### src/rtl/multicast_membership_table_unit_defines.svh
// Assertion macros shared by the multicast membership table RTL.
// Needs a clk and an active-low rst_n in the scope of each use.
`ifndef MULTICAST_MEMBERSHIP_TABLE_UNIT_DEFINES_SVH
`define MULTICAST_MEMBERSHIP_TABLE_UNIT_DEFINES_SVH

// Same-cycle implication, checked outside reset.
`define MMT_ASSERT_NOW(lbl, ante, cons, msg) \
    lbl: assert property (@(posedge clk) disable iff (!rst_n) (ante) |-> (cons)) \
        else $error(msg);

// Next-cycle implication, checked outside reset.
`define MMT_ASSERT_NEXT(lbl, ante, cons, msg) \
    lbl: assert property (@(posedge clk) disable iff (!rst_n) (ante) |=> (cons)) \
        else $error(msg);

`endif

### src/rtl/mmt_pkg.sv
// Shared sizes, codes, record types and helpers of the membership table.
// Used by the ring modules and the top level.
package mmt_pkg;

    localparam int ENTRIES     = 16;
    localparam int CLIENTS     = 8;
    localparam int QUERY_SLOTS = 8;
    localparam int TIMER_BITS  = 16;

    localparam int EIW = (ENTRIES > 1) ? $clog2(ENTRIES) : 1;
    localparam int CIW = (CLIENTS > 1) ? $clog2(CLIENTS) : 1;
    localparam int SIW = (QUERY_SLOTS > 1) ? $clog2(QUERY_SLOTS) : 1;

    typedef logic [TIMER_BITS-1:0] timer_t;

    localparam logic [32:0] TMAX  = (33'd1 << TIMER_BITS) - 33'd1;
    localparam timer_t      T_ONE = timer_t'(1);

    // Command codes.
    localparam logic [2:0] CMD_IS_EXCL = 3'd0;
    localparam logic [2:0] CMD_TO_EXCL = 3'd1;
    localparam logic [2:0] CMD_TO_INCL = 3'd2;
    localparam logic [2:0] CMD_TICK    = 3'd3;
    localparam logic [2:0] CMD_ACCEPT  = 3'd4;

    // Configuration register indexes.
    localparam logic [2:0] REG_MEMB_TICKS = 3'd0;
    localparam logic [2:0] REG_LM_TICKS   = 3'd1;
    localparam logic [2:0] REG_QI_TICKS   = 3'd2;
    localparam logic [2:0] REG_QCOUNT     = 3'd3;
    localparam logic [2:0] REG_ROBUST     = 3'd4;

    typedef enum logic [1:0] {E_SCAN, E_EXCL, E_INCL, E_TICK} entry_op_t;
    typedef enum logic {C_SCAN, C_WRITE} client_op_t;
    typedef enum logic {S_ALLOC, S_TICK} slot_op_t;

    typedef struct packed {
        logic        valid;
        logic [31:0] client;
        logic [31:0] group;
        logic        excl;
        logic        running;
        timer_t      cd;
    } entry_rec_t;

    typedef struct packed {
        logic        known;
        logic [31:0] key;
        logic        sflag;
    } client_rec_t;

    typedef struct packed {
        logic        valid;
        logic [31:0] client;
        logic [31:0] group;
        logic        sflag;
        logic [3:0]  rem;
        timer_t      cd;
    } slot_rec_t;

    typedef struct packed {
        logic      start;
        entry_op_t op;
    } entry_ctrl_t;

    typedef struct packed {
        logic done;
        logic found;
        logic free;
        logic accept;
    } entry_stat_t;

    typedef struct packed {
        logic       start;
        client_op_t op;
        logic       val;
    } client_ctrl_t;

    typedef struct packed {
        logic done;
        logic found;
        logic free;
        logic sflag;
    } client_stat_t;

    typedef struct packed {
        logic     start;
        slot_op_t op;
    } slot_ctrl_t;

    typedef struct packed {
        logic done;
        logic took;
    } slot_stat_t;

    typedef struct packed {
        logic        valid;
        logic [31:0] client;
        logic [31:0] group;
        logic        sflag;
    } slot_emit_t;

    typedef struct packed {
        logic        accept;
        logic        query_valid;
        logic [31:0] query_src;
        logic [31:0] query_group;
        logic        query_sflag;
        logic [2:0]  query_qrv;
        logic        overflow;
        logic        last;
    } res_t;

    // Timer load: saturates to the timer range.
    function automatic timer_t load_time(input logic [15:0] v);
        logic [32:0] w;
        w = {17'd0, v};
        if (w > TMAX) begin
            return TMAX[TIMER_BITS-1:0];
        end
        return w[TIMER_BITS-1:0];
    endfunction

endpackage

### src/rtl/mmt_ifs.sv
// Channel interfaces of the membership table: command, result, configuration.
// Depends on nothing but plain logic types.
interface mmt_cmd_if;
    logic        valid;
    logic        ready;
    logic [2:0]  command;
    logic [31:0] client_addr;
    logic [31:0] group_addr;
    logic [31:0] client_mask;

    modport source (output valid, command, client_addr, group_addr, client_mask,
                    input ready);
    modport sink (input valid, command, client_addr, group_addr, client_mask,
                  output ready);
endinterface

interface mmt_res_if;
    logic        valid;
    logic        ready;
    logic        accept;
    logic        query_valid;
    logic [31:0] query_src;
    logic [31:0] query_group;
    logic        query_sflag;
    logic [2:0]  query_qrv;
    logic        overflow;
    logic        last;

    modport source (output valid, accept, query_valid, query_src, query_group,
                    query_sflag, query_qrv, overflow, last, input ready);
    modport sink (input valid, accept, query_valid, query_src, query_group,
                  query_sflag, query_qrv, overflow, last, output ready);
endinterface

interface mmt_cfg_if;
    logic        valid;
    logic        ready;
    logic [2:0]  index;
    logic [15:0] data;

    modport source (output valid, index, data, input ready);
    modport sink (input valid, index, data, output ready);
endinterface

### src/rtl/mmt_entry_ring.sv
// Ring of entry cells: during a pass, records rotate one cell per cycle past a head stage.
// Depends on mmt_pkg.
module mmt_entry_ring (
    input  logic                 clk,
    input  logic                 rst_n,
    input  mmt_pkg::entry_ctrl_t ctrl,
    input  logic [31:0]          client,
    input  logic [31:0]          group,
    input  logic [31:0]          mask,
    input  mmt_pkg::timer_t      load,
    output mmt_pkg::entry_stat_t stat
);

    mmt_pkg::entry_rec_t       rec_reg [mmt_pkg::ENTRIES];
    mmt_pkg::entry_rec_t       head;
    mmt_pkg::entry_rec_t       head_next;
    mmt_pkg::entry_op_t        op_reg;
    logic                      busy_reg;
    logic                      done_reg;
    logic [mmt_pkg::EIW-1:0]   cnt_reg;
    logic                      found_reg;
    logic [mmt_pkg::EIW-1:0]   fidx_reg;
    logic                      free_reg;
    logic [mmt_pkg::EIW-1:0]   free_idx_reg;
    logic                      acc_reg;
    logic                      hit;
    logic                      ahit;
    logic                      last_step;
    logic [mmt_pkg::EIW-1:0]   tgt;

    assign head      = rec_reg[0];
    assign hit       = head.valid && head.client == client && head.group == group;
    assign ahit      = head.valid && head.excl && head.group == group &&
                       ((head.client ^ client) & mask) == 32'd0;
    assign last_step = cnt_reg == mmt_pkg::EIW'(mmt_pkg::ENTRIES - 1);
    assign tgt       = found_reg ? fidx_reg : free_idx_reg;

    // Head stage: the one place where a record is changed.
    always_comb
    begin
        head_next = head;
        unique case (op_reg)
            mmt_pkg::E_SCAN:
            begin
                head_next = head;
            end
            mmt_pkg::E_EXCL:
            begin
                if (cnt_reg == tgt && (found_reg || free_reg))
                begin
                    if (!found_reg)
                    begin
                        head_next.valid  = 1'b1;
                        head_next.client = client;
                        head_next.group  = group;
                    end
                    head_next.excl    = 1'b1;
                    head_next.running = 1'b1;
                    head_next.cd      = load;
                end
            end
            mmt_pkg::E_INCL:
            begin
                if (found_reg && cnt_reg == fidx_reg)
                begin
                    head_next.running = 1'b1;
                    head_next.cd      = load;
                end
            end
            mmt_pkg::E_TICK:
            begin
                if (head.valid && head.running)
                begin
                    if (head.cd <= mmt_pkg::T_ONE)
                    begin
                        head_next.cd      = '0;
                        head_next.running = 1'b0;
                        head_next.excl    = 1'b0;
                    end
                    else
                    begin
                        head_next.cd = head.cd - mmt_pkg::T_ONE;
                    end
                end
            end
            default:
            begin
                head_next = head;
            end
        endcase
    end

    // Rotation, pass control and scan results.
    always_ff @(posedge clk or negedge rst_n)
    begin
        if (!rst_n)
        begin
            busy_reg     <= 1'b0;
            done_reg     <= 1'b0;
            cnt_reg      <= '0;
            op_reg       <= mmt_pkg::E_SCAN;
            found_reg    <= 1'b0;
            fidx_reg     <= '0;
            free_reg     <= 1'b0;
            free_idx_reg <= '0;
            acc_reg      <= 1'b0;
            for (int i = 0; i < mmt_pkg::ENTRIES; i++)
            begin
                rec_reg[i].valid   <= 1'b0;
                rec_reg[i].running <= 1'b0;
            end
        end
        else
        begin
            done_reg <= 1'b0;
            if (ctrl.start)
            begin
                busy_reg <= 1'b1;
                cnt_reg  <= '0;
                op_reg   <= ctrl.op;
                if (ctrl.op == mmt_pkg::E_SCAN)
                begin
                    found_reg <= 1'b0;
                    free_reg  <= 1'b0;
                    acc_reg   <= 1'b0;
                end
            end
            else if (busy_reg)
            begin
                for (int i = 0; i < mmt_pkg::ENTRIES - 1; i++)
                begin
                    rec_reg[i] <= rec_reg[i+1];
                end
                rec_reg[mmt_pkg::ENTRIES-1] <= head_next;
                cnt_reg <= cnt_reg + 1'b1;
                if (op_reg == mmt_pkg::E_SCAN)
                begin
                    if (hit && !found_reg)
                    begin
                        found_reg <= 1'b1;
                        fidx_reg  <= cnt_reg;
                    end
                    if (!head.valid && !free_reg)
                    begin
                        free_reg     <= 1'b1;
                        free_idx_reg <= cnt_reg;
                    end
                    if (ahit)
                    begin
                        acc_reg <= 1'b1;
                    end
                end
                if (last_step)
                begin
                    busy_reg <= 1'b0;
                    done_reg <= 1'b1;
                end
            end
        end
    end

    assign stat.done   = done_reg;
    assign stat.found  = found_reg;
    assign stat.free   = free_reg;
    assign stat.accept = acc_reg;

endmodule

### src/rtl/mmt_client_ring.sv
// Ring of client cells holding each known client's S flag.
// Depends on mmt_pkg.
module mmt_client_ring (
    input  logic                  clk,
    input  logic                  rst_n,
    input  mmt_pkg::client_ctrl_t ctrl,
    input  logic [31:0]           client,
    output mmt_pkg::client_stat_t stat
);

    mmt_pkg::client_rec_t      rec_reg [mmt_pkg::CLIENTS];
    mmt_pkg::client_rec_t      head;
    mmt_pkg::client_rec_t      head_next;
    mmt_pkg::client_op_t       op_reg;
    logic                      val_reg;
    logic                      busy_reg;
    logic                      done_reg;
    logic [mmt_pkg::CIW-1:0]   cnt_reg;
    logic                      found_reg;
    logic [mmt_pkg::CIW-1:0]   fidx_reg;
    logic                      sf_reg;
    logic                      free_reg;
    logic [mmt_pkg::CIW-1:0]   free_idx_reg;
    logic                      hit;
    logic                      last_step;
    logic [mmt_pkg::CIW-1:0]   tgt;

    assign head      = rec_reg[0];
    assign hit       = head.known && head.key == client;
    assign last_step = cnt_reg == mmt_pkg::CIW'(mmt_pkg::CLIENTS - 1);
    assign tgt       = found_reg ? fidx_reg : free_idx_reg;

    // Head stage: writes the S flag of the chosen client.
    always_comb
    begin
        head_next = head;
        if (op_reg == mmt_pkg::C_WRITE && cnt_reg == tgt && (found_reg || free_reg))
        begin
            head_next.known = 1'b1;
            head_next.key   = client;
            head_next.sflag = val_reg;
        end
    end

    // Rotation, pass control and scan results.
    always_ff @(posedge clk or negedge rst_n)
    begin
        if (!rst_n)
        begin
            busy_reg     <= 1'b0;
            done_reg     <= 1'b0;
            cnt_reg      <= '0;
            op_reg       <= mmt_pkg::C_SCAN;
            val_reg      <= 1'b0;
            found_reg    <= 1'b0;
            fidx_reg     <= '0;
            sf_reg       <= 1'b0;
            free_reg     <= 1'b0;
            free_idx_reg <= '0;
            for (int i = 0; i < mmt_pkg::CLIENTS; i++)
            begin
                rec_reg[i].known <= 1'b0;
            end
        end
        else
        begin
            done_reg <= 1'b0;
            if (ctrl.start)
            begin
                busy_reg <= 1'b1;
                cnt_reg  <= '0;
                op_reg   <= ctrl.op;
                val_reg  <= ctrl.val;
                if (ctrl.op == mmt_pkg::C_SCAN)
                begin
                    found_reg <= 1'b0;
                    free_reg  <= 1'b0;
                    sf_reg    <= 1'b0;
                end
            end
            else if (busy_reg)
            begin
                for (int i = 0; i < mmt_pkg::CLIENTS - 1; i++)
                begin
                    rec_reg[i] <= rec_reg[i+1];
                end
                rec_reg[mmt_pkg::CLIENTS-1] <= head_next;
                cnt_reg <= cnt_reg + 1'b1;
                if (op_reg == mmt_pkg::C_SCAN)
                begin
                    if (hit && !found_reg)
                    begin
                        found_reg <= 1'b1;
                        fidx_reg  <= cnt_reg;
                        sf_reg    <= head.sflag;
                    end
                    if (!head.known && !free_reg)
                    begin
                        free_reg     <= 1'b1;
                        free_idx_reg <= cnt_reg;
                    end
                end
                if (last_step)
                begin
                    busy_reg <= 1'b0;
                    done_reg <= 1'b1;
                end
            end
        end
    end

    assign stat.done  = done_reg;
    assign stat.found = found_reg;
    assign stat.free  = free_reg;
    assign stat.sflag = sf_reg;

endmodule

### src/rtl/mmt_slot_ring.sv
// Ring of query slot cells that repeat group-specific queries on ticks.
// Depends on mmt_pkg.
module mmt_slot_ring (
    input  logic                clk,
    input  logic                rst_n,
    input  mmt_pkg::slot_ctrl_t ctrl,
    input  logic [31:0]         client,
    input  logic [31:0]         group,
    input  logic                sflag,
    input  logic [3:0]          rem,
    input  mmt_pkg::timer_t     load,
    input  logic                hold,
    output mmt_pkg::slot_emit_t emit,
    output mmt_pkg::slot_stat_t stat
);

    mmt_pkg::slot_rec_t        rec_reg [mmt_pkg::QUERY_SLOTS];
    mmt_pkg::slot_rec_t        head;
    mmt_pkg::slot_rec_t        head_next;
    mmt_pkg::slot_op_t         op_reg;
    logic                      busy_reg;
    logic                      done_reg;
    logic [mmt_pkg::SIW-1:0]   cnt_reg;
    logic                      took_reg;
    logic                      due;
    logic                      last_step;
    logic                      step;

    assign head      = rec_reg[0];
    assign due       = head.valid && head.cd <= mmt_pkg::T_ONE;
    assign last_step = cnt_reg == mmt_pkg::SIW'(mmt_pkg::QUERY_SLOTS - 1);
    assign step      = busy_reg && !hold;

    // A due slot at the head offers its query while the tick pass runs.
    assign emit.valid  = busy_reg && op_reg == mmt_pkg::S_TICK && due;
    assign emit.client = head.client;
    assign emit.group  = head.group;
    assign emit.sflag  = head.sflag;

    // Head stage: claims the first free slot or advances slot timers.
    always_comb
    begin
        head_next = head;
        unique case (op_reg)
            mmt_pkg::S_ALLOC:
            begin
                if (!took_reg && !head.valid)
                begin
                    head_next.valid  = 1'b1;
                    head_next.client = client;
                    head_next.group  = group;
                    head_next.sflag  = sflag;
                    head_next.rem    = rem;
                    head_next.cd     = load;
                end
            end
            mmt_pkg::S_TICK:
            begin
                if (due)
                begin
                    if (head.rem <= 4'd1)
                    begin
                        head_next.valid = 1'b0;
                        head_next.rem   = 4'd0;
                        head_next.cd    = '0;
                    end
                    else
                    begin
                        head_next.rem = head.rem - 4'd1;
                        head_next.cd  = load;
                    end
                end
                else if (head.valid)
                begin
                    head_next.cd = head.cd - mmt_pkg::T_ONE;
                end
            end
            default:
            begin
                head_next = head;
            end
        endcase
    end

    // Rotation and pass control; the pass stalls while a query cannot leave.
    always_ff @(posedge clk or negedge rst_n)
    begin
        if (!rst_n)
        begin
            busy_reg <= 1'b0;
            done_reg <= 1'b0;
            cnt_reg  <= '0;
            op_reg   <= mmt_pkg::S_ALLOC;
            took_reg <= 1'b0;
            for (int i = 0; i < mmt_pkg::QUERY_SLOTS; i++)
            begin
                rec_reg[i].valid <= 1'b0;
            end
        end
        else
        begin
            done_reg <= 1'b0;
            if (ctrl.start)
            begin
                busy_reg <= 1'b1;
                cnt_reg  <= '0;
                op_reg   <= ctrl.op;
                took_reg <= 1'b0;
            end
            else if (step)
            begin
                for (int i = 0; i < mmt_pkg::QUERY_SLOTS - 1; i++)
                begin
                    rec_reg[i] <= rec_reg[i+1];
                end
                rec_reg[mmt_pkg::QUERY_SLOTS-1] <= head_next;
                cnt_reg <= cnt_reg + 1'b1;
                if (op_reg == mmt_pkg::S_ALLOC && !head.valid)
                begin
                    took_reg <= 1'b1;
                end
                if (last_step)
                begin
                    busy_reg <= 1'b0;
                    done_reg <= 1'b1;
                end
            end
        end
    end

    assign stat.done = done_reg;
    assign stat.took = took_reg;

endmodule

### src/rtl/multicast_membership_table_unit.sv
// Top level of the multicast membership table: sequencer, configuration and output stage.
// Depends on mmt_pkg, mmt_ifs, the three ring modules and the assertion macro header.
//
//  Channel  Dir  Handshake     Carries
//  req      in   valid/ready   command, client_addr, group_addr, client_mask
//  res      out  valid/ready   accept, query fields, overflow, last
//  cfg      in   valid/ready   index, data (always ready)
//
// One item at a time. Each table pass rotates a ring once through all its cells:
// the entries, the clients or the query slots. A tick makes an entry pass and then
// a slot pass; a to-include with a match makes up to two entry passes, two client
// passes and one slot pass.
// Reset clears valid, running and known bits only; no clearing pass is needed.
// A stalled result holds the slot pass; a new item waits until the last result is queued.
`include "multicast_membership_table_unit_defines.svh"

module multicast_membership_table_unit (
    input logic       clk,
    input logic       rst_n,
    mmt_cmd_if.sink   req,
    mmt_res_if.source res,
    mmt_cfg_if.sink   cfg
);

    typedef enum logic [3:0] {
        ST_IDLE, ST_ESCAN, ST_EWRITE, ST_CSCAN, ST_CWRITE,
        ST_SALLOC, ST_ETICK, ST_STICK, ST_EMIT
    } state_t;

    state_t                state_reg;
    logic [2:0]            cmd_reg;
    logic [31:0]           cli_reg;
    logic [31:0]           grp_reg;
    logic [31:0]           msk_reg;
    logic                  ovf_reg;
    logic                  sf_reg;
    logic [15:0]           memb_reg;
    logic [15:0]           lm_reg;
    logic [15:0]           qi_reg;
    logic [3:0]            qc_reg;
    logic [2:0]            rob_reg;
    mmt_pkg::entry_ctrl_t  e_ctrl_reg;
    mmt_pkg::client_ctrl_t c_ctrl_reg;
    mmt_pkg::slot_ctrl_t   s_ctrl_reg;
    mmt_pkg::entry_stat_t  e_stat;
    mmt_pkg::client_stat_t c_stat;
    mmt_pkg::slot_stat_t   s_stat;
    mmt_pkg::slot_emit_t   s_emit;
    mmt_pkg::res_t         fin_reg;
    mmt_pkg::res_t         out_reg;
    logic                  out_valid_reg;
    mmt_pkg::res_t         pend_reg;
    logic                  pend_valid_reg;
    logic                  can_push;
    logic                  s_hold;
    logic [3:0]            q_rem;
    mmt_pkg::timer_t       e_load;
    mmt_pkg::res_t         empty_res;
    mmt_pkg::res_t         emit_res;
    logic                  req_fire;

    assign req_fire  = req.valid && req.ready;
    assign req.ready = state_reg == ST_IDLE;
    assign cfg.ready = 1'b1;
    assign can_push  = !out_valid_reg || res.ready;
    assign s_hold    = s_emit.valid && pend_valid_reg && !can_push;
    assign q_rem     = (qc_reg > 4'd0) ? qc_reg - 4'd1 : 4'd0;
    assign e_load    = (cmd_reg == mmt_pkg::CMD_TO_INCL) ? mmt_pkg::load_time(lm_reg)
                                                         : mmt_pkg::load_time(memb_reg);

    // Result templates.
    always_comb
    begin
        empty_res      = '0;
        emit_res       = '0;
        emit_res.query_valid = 1'b1;
        emit_res.query_src   = s_emit.client;
        emit_res.query_group = s_emit.group;
        emit_res.query_sflag = s_emit.sflag;
        emit_res.query_qrv   = rob_reg;
    end

    mmt_entry_ring u_entry (
        .clk    (clk),
        .rst_n  (rst_n),
        .ctrl   (e_ctrl_reg),
        .client (cli_reg),
        .group  (grp_reg),
        .mask   (msk_reg),
        .load   (e_load),
        .stat   (e_stat)
    );

    mmt_client_ring u_client (
        .clk    (clk),
        .rst_n  (rst_n),
        .ctrl   (c_ctrl_reg),
        .client (cli_reg),
        .stat   (c_stat)
    );

    mmt_slot_ring u_slot (
        .clk    (clk),
        .rst_n  (rst_n),
        .ctrl   (s_ctrl_reg),
        .client (cli_reg),
        .group  (grp_reg),
        .sflag  (sf_reg),
        .rem    (q_rem),
        .load   (mmt_pkg::load_time(qi_reg)),
        .hold   (s_hold),
        .emit   (s_emit),
        .stat   (s_stat)
    );

    // Sequencer, configuration registers and output stage.
    always_ff @(posedge clk or negedge rst_n)
    begin
        if (!rst_n)
        begin
            state_reg      <= ST_IDLE;
            memb_reg       <= 16'd260;
            lm_reg         <= 16'd2;
            qi_reg         <= 16'd1;
            qc_reg         <= 4'd2;
            rob_reg        <= 3'd2;
            e_ctrl_reg     <= '0;
            c_ctrl_reg     <= '0;
            s_ctrl_reg     <= '0;
            out_valid_reg  <= 1'b0;
            pend_valid_reg <= 1'b0;
            ovf_reg        <= 1'b0;
            sf_reg         <= 1'b0;
        end
        else
        begin
            e_ctrl_reg.start <= 1'b0;
            c_ctrl_reg.start <= 1'b0;
            s_ctrl_reg.start <= 1'b0;

            if (cfg.valid && cfg.ready)
            begin
                unique case (cfg.index)
                    mmt_pkg::REG_MEMB_TICKS: memb_reg <= cfg.data;
                    mmt_pkg::REG_LM_TICKS:   lm_reg   <= cfg.data;
                    mmt_pkg::REG_QI_TICKS:   qi_reg   <= cfg.data;
                    mmt_pkg::REG_QCOUNT:     qc_reg   <= cfg.data[3:0];
                    mmt_pkg::REG_ROBUST:     rob_reg  <= cfg.data[2:0];
                    default: ;
                endcase
            end

            if (out_valid_reg && res.ready)
            begin
                out_valid_reg <= 1'b0;
            end

            unique case (state_reg)
                ST_IDLE:
                begin
                    if (req_fire)
                    begin
                        cmd_reg <= req.command;
                        cli_reg <= req.client_addr;
                        grp_reg <= req.group_addr;
                        msk_reg <= req.client_mask;
                        ovf_reg <= 1'b0;
                        sf_reg  <= 1'b0;
                        if (req.command == mmt_pkg::CMD_TICK)
                        begin
                            e_ctrl_reg <= '{start: 1'b1, op: mmt_pkg::E_TICK};
                            state_reg  <= ST_ETICK;
                        end
                        else if (req.command == mmt_pkg::CMD_IS_EXCL ||
                                 req.command == mmt_pkg::CMD_TO_EXCL ||
                                 req.command == mmt_pkg::CMD_TO_INCL ||
                                 req.command == mmt_pkg::CMD_ACCEPT)
                        begin
                            e_ctrl_reg <= '{start: 1'b1, op: mmt_pkg::E_SCAN};
                            state_reg  <= ST_ESCAN;
                        end
                        else
                        begin
                            fin_reg      <= empty_res;
                            fin_reg.last <= 1'b1;
                            state_reg    <= ST_EMIT;
                        end
                    end
                end
                ST_ESCAN:
                begin
                    if (e_stat.done)
                    begin
                        unique case (cmd_reg)
                            mmt_pkg::CMD_IS_EXCL, mmt_pkg::CMD_TO_EXCL:
                            begin
                                ovf_reg    <= !(e_stat.found || e_stat.free);
                                e_ctrl_reg <= '{start: 1'b1, op: mmt_pkg::E_EXCL};
                                state_reg  <= ST_EWRITE;
                            end
                            mmt_pkg::CMD_TO_INCL:
                            begin
                                if (e_stat.found)
                                begin
                                    c_ctrl_reg <= '{start: 1'b1, op: mmt_pkg::C_SCAN,
                                                    val: 1'b0};
                                    state_reg  <= ST_CSCAN;
                                end
                                else
                                begin
                                    fin_reg      <= empty_res;
                                    fin_reg.last <= 1'b1;
                                    state_reg    <= ST_EMIT;
                                end
                            end
                            default:
                            begin
                                fin_reg        <= empty_res;
                                fin_reg.accept <= e_stat.accept;
                                fin_reg.last   <= 1'b1;
                                state_reg      <= ST_EMIT;
                            end
                        endcase
                    end
                end
                ST_EWRITE:
                begin
                    if (e_stat.done)
                    begin
                        unique case (cmd_reg)
                            mmt_pkg::CMD_TO_EXCL:
                            begin
                                c_ctrl_reg <= '{start: 1'b1, op: mmt_pkg::C_SCAN,
                                                val: 1'b0};
                                state_reg  <= ST_CSCAN;
                            end
                            mmt_pkg::CMD_TO_INCL:
                            begin
                                if (q_rem != 4'd0)
                                begin
                                    s_ctrl_reg <= '{start: 1'b1, op: mmt_pkg::S_ALLOC};
                                    state_reg  <= ST_SALLOC;
                                end
                                else
                                begin
                                    c_ctrl_reg <= '{start: 1'b1, op: mmt_pkg::C_WRITE,
                                                    val: 1'b1};
                                    state_reg  <= ST_CWRITE;
                                end
                            end
                            default:
                            begin
                                fin_reg          <= empty_res;
                                fin_reg.overflow <= ovf_reg;
                                fin_reg.last     <= 1'b1;
                                state_reg        <= ST_EMIT;
                            end
                        endcase
                    end
                end
                ST_CSCAN:
                begin
                    if (c_stat.done)
                    begin
                        if (cmd_reg == mmt_pkg::CMD_TO_INCL)
                        begin
                            sf_reg     <= c_stat.found && c_stat.sflag;
                            e_ctrl_reg <= '{start: 1'b1, op: mmt_pkg::E_INCL};
                            state_reg  <= ST_EWRITE;
                        end
                        else
                        begin
                            c_ctrl_reg <= '{start: 1'b1, op: mmt_pkg::C_WRITE, val: 1'b0};
                            state_reg  <= ST_CWRITE;
                        end
                    end
                end
                ST_SALLOC:
                begin
                    if (s_stat.done)
                    begin
                        if (!s_stat.took)
                        begin
                            ovf_reg <= 1'b1;
                        end
                        c_ctrl_reg <= '{start: 1'b1, op: mmt_pkg::C_WRITE, val: 1'b1};
                        state_reg  <= ST_CWRITE;
                    end
                end
                ST_CWRITE:
                begin
                    if (c_stat.done)
                    begin
                        fin_reg          <= empty_res;
                        fin_reg.overflow <= ovf_reg || !(c_stat.found || c_stat.free);
                        fin_reg.last     <= 1'b1;
                        if (cmd_reg == mmt_pkg::CMD_TO_INCL)
                        begin
                            fin_reg.query_valid <= 1'b1;
                            fin_reg.query_src   <= cli_reg;
                            fin_reg.query_group <= grp_reg;
                            fin_reg.query_sflag <= sf_reg;
                            fin_reg.query_qrv   <= rob_reg;
                        end
                        state_reg <= ST_EMIT;
                    end
                end
                ST_ETICK:
                begin
                    if (e_stat.done)
                    begin
                        s_ctrl_reg <= '{start: 1'b1, op: mmt_pkg::S_TICK};
                        state_reg  <= ST_STICK;
                    end
                end
                ST_STICK:
                begin
                    // Each due query waits in pend_reg so the final one can carry last.
                    if (s_emit.valid && !s_hold)
                    begin
                        if (pend_valid_reg)
                        begin
                            out_reg       <= pend_reg;
                            out_valid_reg <= 1'b1;
                        end
                        pend_reg       <= emit_res;
                        pend_valid_reg <= 1'b1;
                    end
                    if (s_stat.done)
                    begin
                        fin_reg        <= pend_valid_reg ? pend_reg : empty_res;
                        fin_reg.last   <= 1'b1;
                        pend_valid_reg <= 1'b0;
                        state_reg      <= ST_EMIT;
                    end
                end
                ST_EMIT:
                begin
                    if (can_push)
                    begin
                        out_reg       <= fin_reg;
                        out_valid_reg <= 1'b1;
                        state_reg     <= ST_IDLE;
                    end
                end
                default:
                begin
                    state_reg <= ST_IDLE;
                end
            endcase
        end
    end

    assign res.valid       = out_valid_reg;
    assign res.accept      = out_reg.accept;
    assign res.query_valid = out_reg.query_valid;
    assign res.query_src   = out_reg.query_src;
    assign res.query_group = out_reg.query_group;
    assign res.query_sflag = out_reg.query_sflag;
    assign res.query_qrv   = out_reg.query_qrv;
    assign res.overflow    = out_reg.overflow;
    assign res.last        = out_reg.last;

    `MMT_ASSERT_NOW(a_entry_done_phase, e_stat.done,
        state_reg == ST_ESCAN || state_reg == ST_EWRITE || state_reg == ST_ETICK,
        "entry pass finished outside an entry phase")
    `MMT_ASSERT_NOW(a_hold_in_tick, s_hold, state_reg == ST_STICK,
        "slot ring held outside the tick pass")
    `MMT_ASSERT_NOW(a_pend_in_tick, pend_valid_reg, state_reg == ST_STICK,
        "held-back query outside the tick pass")
    `MMT_ASSERT_NEXT(a_accept_leaves_idle, req_fire, state_reg != ST_IDLE,
        "accepted item did not start work")

endmodule
### src/flat_wrapper.sv
// flat-port wrapper written by rule: the top's interface ports become plain ports
module multicast_membership_table_unit_flat 
  (clk, rst_n, req_valid, req_command, req_client_addr, req_group_addr, req_client_mask, req_ready, res_valid, res_accept, res_query_valid, res_query_src, res_query_group, res_query_sflag, res_query_qrv, res_overflow, res_last, res_ready, cfg_valid, cfg_index, cfg_data, cfg_ready);
  mmt_cmd_if req_i ();
  mmt_res_if res_i ();
  mmt_cfg_if cfg_i ();
  input logic clk;
  input logic rst_n;
  input wire logic [$bits(req_i.valid)-1:0] req_valid;
  input wire logic [$bits(req_i.command)-1:0] req_command;
  input wire logic [$bits(req_i.client_addr)-1:0] req_client_addr;
  input wire logic [$bits(req_i.group_addr)-1:0] req_group_addr;
  input wire logic [$bits(req_i.client_mask)-1:0] req_client_mask;
  output wire logic [$bits(req_i.ready)-1:0] req_ready;
  output wire logic [$bits(res_i.valid)-1:0] res_valid;
  output wire logic [$bits(res_i.accept)-1:0] res_accept;
  output wire logic [$bits(res_i.query_valid)-1:0] res_query_valid;
  output wire logic [$bits(res_i.query_src)-1:0] res_query_src;
  output wire logic [$bits(res_i.query_group)-1:0] res_query_group;
  output wire logic [$bits(res_i.query_sflag)-1:0] res_query_sflag;
  output wire logic [$bits(res_i.query_qrv)-1:0] res_query_qrv;
  output wire logic [$bits(res_i.overflow)-1:0] res_overflow;
  output wire logic [$bits(res_i.last)-1:0] res_last;
  input wire logic [$bits(res_i.ready)-1:0] res_ready;
  input wire logic [$bits(cfg_i.valid)-1:0] cfg_valid;
  input wire logic [$bits(cfg_i.index)-1:0] cfg_index;
  input wire logic [$bits(cfg_i.data)-1:0] cfg_data;
  output wire logic [$bits(cfg_i.ready)-1:0] cfg_ready;
  assign req_i.valid = req_valid;
  assign req_i.command = req_command;
  assign req_i.client_addr = req_client_addr;
  assign req_i.group_addr = req_group_addr;
  assign req_i.client_mask = req_client_mask;
  assign req_ready = req_i.ready;
  assign res_valid = res_i.valid;
  assign res_accept = res_i.accept;
  assign res_query_valid = res_i.query_valid;
  assign res_query_src = res_i.query_src;
  assign res_query_group = res_i.query_group;
  assign res_query_sflag = res_i.query_sflag;
  assign res_query_qrv = res_i.query_qrv;
  assign res_overflow = res_i.overflow;
  assign res_last = res_i.last;
  assign res_i.ready = res_ready;
  assign cfg_i.valid = cfg_valid;
  assign cfg_i.index = cfg_index;
  assign cfg_i.data = cfg_data;
  assign cfg_ready = cfg_i.ready;
  multicast_membership_table_unit u_core (.clk(clk), .rst_n(rst_n), .req(req_i), .res(res_i), .cfg(cfg_i));
endmodule
### config.mk
export PLATFORM = sky130hd
export DESIGN_NAME = multicast_membership_table_unit_flat
export DESIGN_NICKNAME = d
export VERILOG_FILES = /design/src/rtl/mmt_pkg.sv /design/src/rtl/mmt_ifs.sv /design/src/rtl/mmt_entry_ring.sv /design/src/rtl/mmt_client_ring.sv /design/src/rtl/mmt_slot_ring.sv /design/src/rtl/multicast_membership_table_unit.sv /design/src/flat_wrapper.sv
export VERILOG_INCLUDE_DIRS = /design/src /design/src/rtl
export SDC_FILE = /design/constraint.sdc
export NUM_CORES = 2
export LEC_CHECK = 0
export ABC_AREA = 0
export BUFFER_PORTS_ARGS = -buffer_cell sky130_fd_sc_hd__buf_2
export CORE_MARGIN = 2
export CORE_UTILIZATION = 25
export CTS_CLUSTER_SIZE = 16
export DETAILED_ROUTE_END_ITERATION = 8
export PLACE_DENSITY = 0.41
export SYNTH_ARGS = -nofsm -noshare
export SYNTH_HDL_FRONTEND = slang
export SYNTH_HIERARCHICAL = 1
export SYNTH_SLANG_ARGS = --single-unit
### constraint.sdc
create_clock -name clk -period 143.3 [get_ports clk]
set_input_delay 28.66 -clock clk [delete_from_list [all_inputs] [get_ports clk]]
set_output_delay 28.66 -clock clk [all_outputs]
set_load 0.05 [all_outputs]
== Word-level counts from Yosys, hierarchy flattened ==
Cells that the tools add are included.

* Word-level logic and storage cells: 570
* Register bits after elaboration: 2712
* Output and inout bits: 75
* Bits of input ports: 123

* Order comparisons: 4
* Reductions and logical operators: 109
* Equal/unequal tests: 60
* Bitwise operators: 7
* Muxes and demuxes: 150
* Add/sub/neg operators: 7

{| class="wikitable"
|+ Operator list
! operator !! number
|-
| $mux W72 || 12
|-
| $pmux W72 S5 || 1
|-
| $pmux W72 S2 || 2
|-
| $mux W65 || 3
|-
| $eq A32 B32 Y1 || 3
|-
| $mux W86 || 1
|-
| $mux W83 || 1
|-
| $mux W71 || 1
|-
| $mux W69 || 1
|-
| $mux W4 || 17
|-
| $pmux W17 S4 || 1
|-
| $mux W16 || 4
|-
| $mux W1 || 63
|-
| $mux W3 || 21
|-
| $pmux W20 S2 || 1
|-
| $reduce_and A4 Y1 || 10
|-
| $ne A2 B2 Y1 const B || 18
|-
| $pmux W4 S9 || 1
|-
| $mux W34 || 1
|-
| $and A32 B32 Y32 || 1
|-
| $le A16 B1 Y1 const B || 2
|-
| $logic_not A32 Y1 || 1
|-
| $sub A16 B1 Y16 const B || 2
|-
| $xor A32 B32 Y32 || 1
|-
| other kinds (50) || 168
|}

== Depth between registers and ports, before layout ==
* Depth after elaboration: 9
* Mapped depth: 13
* Mapped depth without buffers: 11

== Modules after synthesis ==
The synthesis kept the hierarchy.

{| class="wikitable"
|+ Modules (own cells, without submodules)
! module !! cells each !! instances !! area each (um^2) !! seq. area each (um^2)
|-
| mmt_entry_ring || 1758 || 1 || 43515.5 || 40193.5
|-
| mmt_slot_ring || 1054 || 1 || 23485.0 || 20794.9
|-
| multicast_membership_table_unit || 821 || 1 || 14461.4 || 11093.1
|-
| mmt_client_ring || 447 || 1 || 9839.4 || 8528.2
|}

== Worst setup path before layout ==
No wires, ideal clock.

* Kind: input port to flip-flop
* From: input port rst_n
* To: register u_core.u_entry.rec_reg (netlist bit u_core/u_entry/head[0]) (enable)
* Stages: 2
* Setup slack: 58577 ps
* Library setup time: 3004 ps
* Arrival: 81719 ps
* Buffers on the path: 0
* Required time: 140296 ps
* Path through: inv_1 nor2_1

* Longest elaborated chain between the ends: 1

{| class="wikitable"
|+ RTL lines
! item !! RTL line !! source
|-
| start, declared || flat_wrapper.sv:8 || <nowiki>input logic rst_n;</nowiki>
|-
| $reduce_and A3 Y1 (no source line) || -- ||
|-
| end signal, assigned by index || mmt_entry_ring.sv:132 || <nowiki>rec_reg[i] <= rec_reg[i+1];</nowiki>
|-
| end signal, assigned by index || mmt_entry_ring.sv:134 || <nowiki>rec_reg[mmt_pkg::ENTRIES-1] <= head_next;</nowiki>
|-
| end, declared || mmt_entry_ring.sv:14 || <nowiki>mmt_pkg::entry_rec_t rec_reg [mmt_pkg::ENTRIES];</nowiki>
|}

Every way passes these cells.
A chain may end at the register's enable or synchronous reset.

== Final worst setup path ==
* From: input port rst_n
* To: register u_core/u_entry/rec_reg[142] in the netlist's numbering (enable)

Same word-level chain as after synthesis.

==> impl_metrics.tcl <==
set metrics [dict create \
    final_max_slew_viol_count 0 \
    syn_inst 4080 \
    startpoint_type "primary input" \
    worst_clock_skew_ns 0.0652 \
    track_usage_pct 9.18 \
    fin_nets 4610 \
    slowest_delay_ns 0.94 \
    drt_iter0_drc 3336 \
    drive_gt1_share_pct 21.8 \
    cts.path.max_buffers 4 \
    cp.arrival_ns 34.02 \
    ctsResizeCount 0 \
    initial_core_util_pct 25.1 \
    yosysTopAreaCellShare_pct 83.9 \
    grt_pass1_wl_mm 258 \
    clk_latency_ns 0.91 \
    syn-num-nets 4214 \
    die_h_um 608 \
    routed_wl_mm 176 \
    clkTransAtPathRegs_ns 0.07 \
    rows 221 \
    ant_nets 0 \
    grt_overflow 0 \
    numPortBuffers 196 \
    dieArea_um2 370000 \
    largest_register_ffs 1245 \
    cp.required_ns 143.80 \
    end_kind "flop" \
    finalCriticalPeriod_ns 33.52 \
    placed_area_um2 97800 \
    synth.distinct_cells 98 \
    numCtsBuffers 306 \
    yosys_warnings 6 \
    fillers 35300 \
    critPathMaxFanout 92 \
    path_cells "buf_6 -> inv_1 -> nor2_4 -> buf_4 -> buf_4 -> buf_4 -> buf_4 -> buf_4" \
    via_count 37700 \
    core_area_um2 363000 \
    fmax_mhz 29.8 \
    fin_area_um2 108000 \
    dp_hpwl_mm 101 \
    synth_area_um2 91300 \
    whs_ns 0.354 \
    setup_slack_ns 109.78 \
    synth_edf_count 2550 \
    synth_ff_type "edfxtp_1" \
    routedWlPerCell_um 18.5 \
    pin_count 198 \
    ctsHoldBuffers 0 \
    yosysSeqAreaShare_pct 88.3 \
    finalCritPeriodShare_pct 23.4 \
    cts.sinks 2711 \
    grt_pass1_vias 38100 \
    post_cts_buffers 0 \
    dpl_worst_slack_ns 108.64 \
    yosysTopAreaCell "edfxtp_1" \
    cts_root_buffer "clkbuf_16" \
    die_w_um 608 \
    slew_headroom_pct 16.6 \
    drc 0 \
    drt-vias-per-instance 3.96 \
    hold_path.class "flop to flop" \
    cap_violations 0 \
    hold_viol 0 \
    syn_avg_cell_area_um2 22.4 \
    setup_viol 0 \
    utilization_pct 29.7 \
    powerDensity_nw_per_um2 19.1 \
    status "complete, no violations" \
    htreeDepth 5 \
    synth.area.top_cells "edfxtp_1 (84%), dfrtp_1 (4.2%), mux2_2 (3.3%)" \
    worstMarginPinSlew_ns 1.24 \
    grt_setup_unrepaired "false" \
    path_class "primary input to flop" \
    tns_ns 0 \
    async_flop_share_pct 5.94 \
    grt_max_degree 193 \
    gp_congestion 0.750 \
    cts_tree "built" \
    ir_drop_v 0.00000976 \
    syn_to_final_growth_pct 18.1 \
    dr.pass1.iters 5 \
    antenna_found_initial 30 \
    p_leak_nw 35.5 \
    slowest_stage "buf_4" \
    ys_ff_latch 2711 \
    cpMostUsedCell "buf_4" \
]
## cell usage after synthesis (8+ instances only)
library cell	number
edfxtp_1	2550
mux2_2	264
dfrtp_1	155
nand2_1	138
buf_4	80
a22o_1	74
mux2_1	73
xor2_1	70
nor2_1	58
xnor2_1	48
clkbuf_1	43
inv_1	37
a21oi_1	33
buf_2	32
o21ai_0	32
nand3_1	31
nor3_1	24
nor4_1	22
nand4_1	19
mux2i_1	18
a22oi_1	15
a221o_1	14
and3_1	14
o22ai_1	13
nand2b_1	12
and2_1	11
buf_6	11
ha_1	11
nor2b_1	11
a211o_1	8
o21ai_1	8
## metrics by stage
stage                     total power [mW]  std cells
after floorplan                       1.40       4080
after global placement                1.30       8962
after detailed placement              1.31       8962
after CTS                             2.11       9520
after global routing                  2.16       9521
final                                 2.06       9523
## power breakdown
group	total (mW)	leakage (nW)	internal (mW)	switching, mW
registers	1.14	25.9	1.08	0.0627
clock network	0.778	4.90	0.461	0.317
logic	0.143	4.71	0.0394	0.103
## layout by cell type, fill, tap and decap left out, types with 11 or more instances in the layout
cell,count
o22ai_1,13
ha_1,11
bufinv_16,31
nand3_1,31
a21oi_1,33
nand2_1,138
clkbuf_1,48
mux2_1,73
and3_1,12
clkinv_1,70
mux2i_1,18
a221o_1,14
o21ai_0,32
a22oi_1,15
a22o_1,74
nor4_1,21
inv_6,16
xnor2_1,48
dfrtp_1,155
clkbuf_16,313
buf_4,56
nand4_1,19
nor3_1,21
inv_1,37
nor2b_1,11
edfxtp_1,2550
nor2_1,55
nand2b_1,12
mux2_2,264
clkinv_2,52
buf_2,195
xor2_1,70
## path summary, 6_finish.rpt
path                                        startpoint                          end  slack [ns]  cells after the start
setup reg to reg                 u_core/u_slot/head[0]   u_core/u_slot/rec_reg[387]      136.66                     13
hold / removal             u_core/u_entry/rec_reg[745]  u_core/u_entry/rec_reg[828]        0.35                      0
max in group asynchronous                        rst_n  u_core/u_client/rec_reg[67]      114.25                      2
setup / recovery                                 rst_n  u_core/u_entry/rec_reg[142]      109.78                      8
hold reg to reg            u_core/u_entry/rec_reg[745]  u_core/u_entry/rec_reg[828]        0.35                      0
min in group asynchronous                        rst_n            u_core/lm_reg[11]       27.75                      1
## layer usage
metal	share of wire [%]	track usage (%)
met1	47	12.9
met2	46	14.1
met3	4.9	2.21
met4	2.4	2.63
met5	0.069	0
## worst max-delay path: cells and delay by family
| kind | cells | cell delay, ns |
|---|---|---|
| buffers and inverters | 7 | 4.42 |
| AND/OR/NAND/NOR | 1 | 0.67 |
## area by class of cell
class / instances / area (um2) / share of cell area, %
Multi-Input combinational cell: 1162 / 9570 / 8.88
Tap cell: 4794 / 6000 / 5.56
Clock buffer: 368 / 8110 / 7.52
Timing Repair Buffer: 256 / 1490 / 1.38
Clock inverter: 190 / 1890 / 1.75
Antenna cell: 3 / 7.51 / 0.00696
Inverter: 39 / 146 / 0.136
Sequential cell: 2711 / 80600 / 74.8
## cells by family after synthesis
group | synth area share (%)
muxes | 4.47
xor gates and xnor gates | 1.13
DFF | 88.3
other | 0.00411
AOI/OAI and AO/OA | 2.23
buffers and inverters | 1.31
and+or+nand+nor | 2.41
adders and majority gates | 0.151
No activity file was read; power rests on OpenSTA's default activity.
